<file path="src/hw/rtl/srfc_pkg.sv">
`default_nettype none

package srfc_pkg;

  localparam int unsigned BUFFER_BYTES_DEF = 128;

  // Item kinds
  localparam logic CMD_BYTE = 1'b0;
  localparam logic CMD_POLL = 1'b1;

  // Register indexes
  localparam logic REG_IDLE_LIMIT = 1'b0;
  localparam logic REG_WAKE_BYTE  = 1'b1;

  localparam logic [7:0] IDLE_LIMIT_RST = 8'd2;
  localparam logic [7:0] WAKE_BYTE_RST  = 8'h55;

  // Frame layout
  localparam logic [7:0] HDR0          = 8'hEF;
  localparam logic [7:0] HDR1          = 8'h01;
  localparam logic [8:0] LEN_BASE      = 9'd9;
  localparam logic [7:0] PID_FRAME_LEN = 8'd16;
  localparam logic [7:0] POS_HEAD0     = 8'd0;
  localparam logic [7:0] POS_HEAD1     = 8'd1;
  localparam logic [7:0] POS_LENGTH    = 8'd8;
  localparam logic [7:0] POS_CODE      = 8'd9;
  localparam logic [7:0] POS_PAGE      = 8'd11;
  localparam logic [7:0] SUM_START     = 8'd6;

  typedef struct packed {
    logic       cmd;
    logic [7:0] rx_byte;
    logic       expect_wake;
  } item_t;

  typedef struct packed {
    logic       answered;
    logic [7:0] code;
    logic [7:0] page_id;
    logic       page_id_valid;
  } result_t;

  typedef struct packed {
    logic [7:0] idle_limit;
    logic [7:0] wake_byte;
  } cfg_t;

endpackage

`default_nettype wire

</file>
<file path="src/hw/rtl/srfc_core.sv">
`default_nettype none

module srfc_core
  import srfc_pkg::*;
#(
  parameter int unsigned BUFFER_BYTES = BUFFER_BYTES_DEF
) (
  input  wire logic  clk,
  input  wire logic  rst,
  input  wire cfg_t  cfg,
  input  wire item_t item,
  input  wire logic  fire,
  output logic       hit,
  output result_t    res
);

  localparam logic [7:0] CAPACITY = BUFFER_BYTES[7:0];

  logic [7:0]  byte_count, byte_count_next;
  logic [7:0]  last_seen_count, last_seen_count_next;
  logic [7:0]  idle_polls, idle_polls_next;
  logic [7:0]  head_byte0, head_byte0_next;
  logic [7:0]  head_byte1, head_byte1_next;
  logic [7:0]  length_byte, length_byte_next;
  logic [7:0]  code_byte, code_byte_next;
  logic [7:0]  page_byte, page_byte_next;
  logic [15:0] running_sum, running_sum_next;
  logic [7:0]  prev_byte, prev_byte_next;
  logic [7:0]  newest_byte, newest_byte_next;

  always_comb begin
    logic [7:0]  idle_inc;
    logic [15:0] body;
    logic        pid_ok;

    byte_count_next      = byte_count;
    last_seen_count_next = last_seen_count;
    idle_polls_next      = idle_polls;
    head_byte0_next      = head_byte0;
    head_byte1_next      = head_byte1;
    length_byte_next     = length_byte;
    code_byte_next       = code_byte;
    page_byte_next       = page_byte;
    running_sum_next     = running_sum;
    prev_byte_next       = prev_byte;
    newest_byte_next     = newest_byte;
    hit                  = 1'b0;
    res.answered         = 1'b1;
    res.code             = 8'd0;
    res.page_id          = 8'd0;
    res.page_id_valid    = 1'b0;
    idle_inc             = idle_polls + 8'd1;
    body                 = running_sum - {8'd0, prev_byte} - {8'd0, newest_byte};
    pid_ok               = (byte_count == PID_FRAME_LEN);

    if (item.cmd == CMD_BYTE) begin
      if (byte_count < CAPACITY) begin
        if (byte_count == POS_HEAD0)  head_byte0_next  = item.rx_byte;
        if (byte_count == POS_HEAD1)  head_byte1_next  = item.rx_byte;
        if (byte_count == POS_LENGTH) length_byte_next = item.rx_byte;
        if (byte_count == POS_CODE)   code_byte_next   = item.rx_byte;
        if (byte_count == POS_PAGE)   page_byte_next   = item.rx_byte;
        if (byte_count >= SUM_START)
          running_sum_next = running_sum + {8'd0, item.rx_byte};
        prev_byte_next   = newest_byte;
        newest_byte_next = item.rx_byte;
        byte_count_next  = byte_count + 8'd1;
      end
    end else begin
      // idle supervision first, then the mode check sees the updated count
      if (last_seen_count != byte_count) begin
        idle_polls_next      = 8'd0;
        last_seen_count_next = byte_count;
      end else if (idle_inc > cfg.idle_limit) begin
        idle_polls_next  = 8'd0;
        byte_count_next  = 8'd0;
        running_sum_next = 16'd0;
      end else begin
        idle_polls_next = idle_inc;
      end

      if (item.expect_wake) begin
        if (byte_count_next != 8'd0) begin
          byte_count_next  = 8'd0;
          running_sum_next = 16'd0;
          hit              = (head_byte0 == cfg.wake_byte);
        end
      end else if ({1'b0, byte_count_next} == LEN_BASE + {1'b0, length_byte}) begin
        hit = (head_byte0 == HDR0) && (head_byte1 == HDR1) &&
              (body == {prev_byte, newest_byte});
        res.code          = code_byte;
        res.page_id       = pid_ok ? page_byte : 8'd0;
        res.page_id_valid = pid_ok;
        byte_count_next   = 8'd0;
        running_sum_next  = 16'd0;
      end
    end
  end

  always_ff @(posedge clk) begin
    if (rst) begin
      byte_count      <= 8'd0;
      last_seen_count <= 8'd0;
      idle_polls      <= 8'd0;
      head_byte0      <= 8'd0;
      head_byte1      <= 8'd0;
      length_byte     <= 8'd0;
      code_byte       <= 8'd0;
      page_byte       <= 8'd0;
      running_sum     <= 16'd0;
      prev_byte       <= 8'd0;
      newest_byte     <= 8'd0;
    end else if (fire) begin
      byte_count      <= byte_count_next;
      last_seen_count <= last_seen_count_next;
      idle_polls      <= idle_polls_next;
      head_byte0      <= head_byte0_next;
      head_byte1      <= head_byte1_next;
      length_byte     <= length_byte_next;
      code_byte       <= code_byte_next;
      page_byte       <= page_byte_next;
      running_sum     <= running_sum_next;
      prev_byte       <= prev_byte_next;
      newest_byte     <= newest_byte_next;
    end
  end

endmodule

`default_nettype wire

</file>
<file path="config.mk">
export PLATFORM = sky130hd
export DESIGN_NAME = srfc_core
export DESIGN_NICKNAME = d
export VERILOG_FILES = /design/src/hw/rtl/srfc_pkg.sv /design/src/hw/rtl/srfc_core.sv
export SDC_FILE = /design/constraint.sdc
export NUM_CORES = 1
export LEC_CHECK = 0
export ABC_AREA = 1
export ABC_CLOCK_PERIOD_IN_PS = 6750
export BUFFER_PORTS_ARGS = -buffer_cell sky130_fd_sc_hd__buf_2
export CAP_MARGIN = 20
export CORE_MARGIN = 2
export CORE_UTILIZATION = 30
export CTS_BUF_LIST = sky130_fd_sc_hd__clkbuf_8
export DETAILED_ROUTE_END_ITERATION = 8
export GPL_ROUTABILITY_DRIVEN = 0
export PLACE_DENSITY = 0.53
export SYNTH_ARGS = -nofsm -noshare
export SYNTH_HDL_FRONTEND = slang
export SYNTH_SLANG_ARGS = --single-unit
export TNS_END_PERCENT = 10
</file>
<file path="constraint.sdc">
create_clock -name clk -period 6.75 [get_ports clk]
set_input_delay 1.0125 -clock clk [delete_from_list [all_inputs] [get_ports clk]]
set_output_delay 1.0125 -clock clk [all_outputs]
set_load 0.01 [all_outputs]
</file>
# After elaboration in Yosys (flattened, before gate mapping)
# Index checks and enable logic that the tools add are counted.
# op_classes
bitwise	1
eq_ne	11
n_div	0
n_lt_le_gt_ge	3
n_mux	26
reduce_logical	16
shift	0
n_addsub	6
mul	0
# op_table
operator	n
16-bit 2-to-1 mux	8
8-bit 2-to-1 mux	11
17-bit 2-to-1 mux	3
16-bit by 8-bit subtractor with 16-bit output	2
8-bit by 4-bit == test with 1-bit output (second input constant)	3
4-bit AND reduction	5
16-bit by 8-bit adder with 16-bit output	1
8-bit by 1-bit adder with 8-bit output (second input constant)	2
16-bit == test	1
8-bit by 1-bit == test with 1-bit output (second input constant)	2
4-bit by 8-bit adder with 9-bit output (first input constant)	1
8-bit by 9-bit == test with 1-bit output	1
3-bit AND reduction	3
8-bit by 5-bit == test with 1-bit output (second input constant)	1
8-bit == test	1
8-bit == test (second input constant)	1
8-bit by 3-bit greater-or-equal comparator with 1-bit output (second input constant)	1
8-bit greater-than comparator	1
8-bit zero test	1
8-bit less-than comparator (second input constant)	1
8-bit != test	1
8-bit nonzero test	1
1-bit 2-to-1 mux	4
2-bit AND reduction	2
other kinds (3)	5
# word_totals
in_bits	29
latchBits	0
out_inout_bits	19
mem_count	0
rom_bits	0
ram_bits	0
regBits	96

# Logic depth before layout (Yosys ltp)
# logic_depth
ltp_word	9
depth_mapped	23
mapped_depth_nobuf	23

# Worst setup path after synthesis
# OpenSTA, ideal clock, no wires.
# synth_timing
kind	in2out
startpoint	in cfg[15] (netlist bit)
endpoint	out res[1] (netlist bit)
required_time_ns	5.738
path_stages	14
t_arrival_ns	2.780
path_slack_ns	2.958
n_path_buf	1
path_cell_list	inv_1 > ha_1 > nand2_1 > nor2_1 > nand4_1 > nand3_4 > buf_6 > nand2_1 > a21boi_0 > nand2_1 > nor2_2 > and2_1 > nand3_2 > nor2_1
# synth_lines
item	line_no	rtl
start, declared	srfc_core.sv:10	input wire cfg_t cfg,
end, declared	srfc_core.sv:14	output result_t res

==> flow_summary.rst <==
.. list-table::
   :header-rows: 1

   * - Metric
     - Value
   * - Hold Crit Class
     - reg -> reg
   * - Core area
     - 21150 um2
   * - Master cell of the clock root buffer
     - clkbuf_8
   * - Critical path required time
     - 5.74 ns
   * - Proportion of synthesized chip area in sequential cells
     - 0.2945
   * - Fraction of power consumed by sequential logic
     - 0.418
   * - Overall via count from detail_route
     - 6071
   * - Proportion of register bits with asynchronous set or reset after synthesis
     - 0
   * - Run status
     - finished clean
   * - Global router's overall resource usage
     - 0.1578
   * - GR peak layer
     - met2
   * - Number of placement rows
     - 53
   * - Crit path max fanout
     - 22
   * - Number of sinks on the clock net
     - 96
   * - Critical Path Source Type
     - register
   * - Cell area after technology mapping
     - 6525 um2
   * - Smallest setup slack after layout
     - 1.877 ns
   * - Detail Route Antenna Nets
     - 0
   * - Power consumption
     - 0.001510 W
   * - CP endpoint kind
     - output port
   * - Switching portion of total power
     - 0.3745
   * - PD cells
     - 211.2 nW/um2
   * - Highest attainable clock frequency
     - 205.2 MHz
   * - M2 GR Usage
     - 0.2631
   * - Relative max-transition margin
     - 0.4266
   * - Flip-flop and latch count after synthesis
     - 96
   * - Post-CTS setup buffer count
     - 0
   * - Maximum clock insertion buffer count
     - 2
   * - Total number of yosys warnings
     - 0
   * - Hold violation total from the final report
     - 0
   * - 1st-iter DRT viols
     - 332
   * - Gates resized, CTS repair
     - 0
   * - Utilization of the core after routing
     - 0.3380
   * - Worst hold slack
     - 0.4713 ns
   * - Start-to-end type of the worst setup path
     - reg -> out
   * - Average wire per standard cell
     - 13.84 um
   * - Worst Clk Skew
     - 0.01591 ns
   * - Share of total power in combinational logic
     - 0.313
   * - P_sw
     - 0.0005655 W
   * - Number of fillers in the final layout
     - 2297
   * - Remaining global-route overflow
     - 0
   * - Highest-count cells in the layout ignoring fill and taps
     - nand2_1 (191), inv_1 (117), o21ai_0 (105)
   * - Total DRC errors in the routed layout
     - 0
   * - Period Utilization, post-route
     - 0.7219
   * - CTS tree
     - yes
   * - Worst ir drop on vdd
     - 0.00009932 V
   * - Number of placed I/O pins
     - 48
   * - Internal portion of total power
     - 0.0009443 W
   * - Clock buffer count from CTS
     - 9
   * - Standby leakage power
     - 3.192 nW
   * - Prevailing post-synth register cell
     - dfxtp_1
   * - Largest net degree at the start of global routing
     - 85
   * - Area delta synth->final
     - 9.569%
   * - Port Buf Inserts
     - 46
   * - Clk Latency, worst-skew pair
     - 0.39 ns
   * - Detailed-route wire length
     - 17.62 mm
   * - Number of nets in the synthesized netlist
     - 1042
   * - Slew Limit Fails
     - 0
   * - Max-capacitance violation count
     - 0
   * - RSZ-0062 raised after global routing
     - no
   * - Data arrival time of the critical path
     - 3.86 ns
   * - Final setup viols
     - 0
   * - Most common cell after layout, fill and taps aside
     - nand2_1
   * - Die outline area
     - 22950 um2
   * - Initial Util
     - 0.3085
   * - Clock share of power
     - 0.268
   * - Transition time of the tightest slew-check pin
     - 0.8580 ns
   * - CTS H-tree depth
     - 3
   * - Post-layout min period
     - 4.873 ns
   * - DPL Wire Length
     - 12.99 mm
   * - First-pass iteration count of the detailed router
     - 5
   * - Number of antenna violations at the first check in global routing
     - 0
   * - Die X-Extent
     - 151.5 um
   * - Die extent in y
     - 151.5 um
   * - Avg Cell Area, Syn
     - 6.713 um2
   * - Layout cell share with drive strength beyond 1
     - 0.09619
   * - Footprint of the multi-input gates
     - 3936 um2
   * - Diode count
     - 0
   * - Wire length of the first global-routing pass
     - 28.71 mm
   * - Vias/cell
     - 4.769
   * - Clock slew at reported path FFs
     - 0.11 ns
   * - Via count of the first global-routing pass
     - 5651
   * - Gate Count Post-Synth
     - 972
   * - Count of different cell masters after synthesis
     - 41
   * - NumNets Final
     - 1064
   * - Setup TNS
     - 0 ns
   * - Number of buffers added to fix hold violations after cts
     - 0
   * - EDFF count, synth
     - 0
   * - Met1 track utilization from global routing
     - 0.2135
   * - Post-placement setup slack
     - 2.275 ns
   * - FF/Latch Area
     - 1922 um2
   * - Met3 track demand over resource
     - 0.02096
-- logic make-up after synthesis --
kind of cell	after synthesis	synth area share
buffers and inverters	167	0.1022
other	1	0.0005747
AOI/OAI and AO/OA	239	0.1969
adders and majority gates	41	0.08897
DFF	96	0.2945
xor gates and xnor gates	46	0.06175
and+or+nand+nor	382	0.2550
-- layout make-up --
type / count / area share
multi-input combinational: 709 / 0.5506
tap: 275 / 0.04813
inverter: 126 / 0.06615
timing repair buffer: 52 / 0.03850
sequential: 96 / 0.2688
clock inverter: 6 / 0.01050
clock buffer: 9 / 0.01733
-- per-stage QoR --
| step | area (um2) | instances |
|---|---|---|
| floorplan | 6525 | 972 |
| global placement | 6950 | 1258 |
| detailed placement | 6950 | 1258 |
| CTS | 7149 | 1273 |
| global route | 7149 | 1273 |
| finish | 7149 | 1273 |
-- flip-flops by register name, indices dropped and copies added (netlist names) --
name / count
idle_polls: 8
prev_byte: 8
page_byte: 8
running_sum: 16
head_byte0: 8
byte_count: 8
newest_byte: 8
head_byte1: 8
last_seen_count: 8
length_byte: 8
code_byte: 8
-- cells in the mapped netlist (all sizes together) (3+ instances only) --
cell	number	area [um2]
a21oi	116	633.1
clkbuf	31	116.4
fa	9	180.2
xnor2	8	70.07
nand2	192	723.2
nand3	46	252.8
dfxtp	96	1922
ha	32	400.4
nor4	3	18.77
a21o	5	37.54
nor2	88	340.3
nand4	15	93.84
inv	126	473.0
nand3b	8	60.06
xor2	38	332.8
nor3b	8	60.06
buf	10	77.57
nor3	18	90.09
o21ai	106	530.5
a31oi	6	37.54
-- worst paths after layout --
kind / end / startpoint / cells after the start / slack [ns]
worst max-delay path: res[16] / idle_polls[0]$_SDFFE_PP0P_ / 19 / 1.88
worst min-delay path: head_byte1[3]$_SDFFE_PP0P_ / head_byte1[3]$_SDFFE_PP0P_ / 2 / 0.47
worst max register to register: running_sum[8]$_SDFFE_PP0P_ / idle_polls[0]$_SDFFE_PP0P_ / 19 / 3.24
worst min register to register: head_byte1[3]$_SDFFE_PP0P_ / head_byte1[3]$_SDFFE_PP0P_ / 2 / 0.47
-- worst max-delay path, cell delays in order, from the launching register on --
cell and delay [ns]:
dfxtp_1 0.41, nand3_1 0.14, nand3b_1 0.21, nand3b_1 0.19, xnor2_1 0.16, ha_1 0.30
nand2_1 0.07, nor2_1 0.17, nand4_1 0.19, nand3_4 0.23, nand2_1 0.11, nand2_1 0.09
nand2_1 0.05, inv_1 0.04, nand2_1 0.05, nor2_1 0.17, nand3_2 0.28, buf_4 0.35
nor2_1 0.13, buf_2 0.14
-- routing by layer --
layer / wire length, um / vias up
met1: 8709 / 2759
li1: - / 3205
met5: 0 / -
met4: 239 / 0
met2: 8153 / 91
met3: 517 / 16
-- power groups by stage --
stage | clock (W) | sequential (W) | combinational [W]
after floorplan | 0 | 0.000627 | 0.000376
after detailed placement | 0 | 0.000644 | 0.000471
final | 0.000405 | 0.000632 | 0.000473
after CTS | 0.000420 | 0.000631 | 0.000474
after global routing | 0.000436 | 0.000636 | 0.000545
after global placement | 0 | 0.000644 | 0.000471
(Power assumes the default switching activity.)
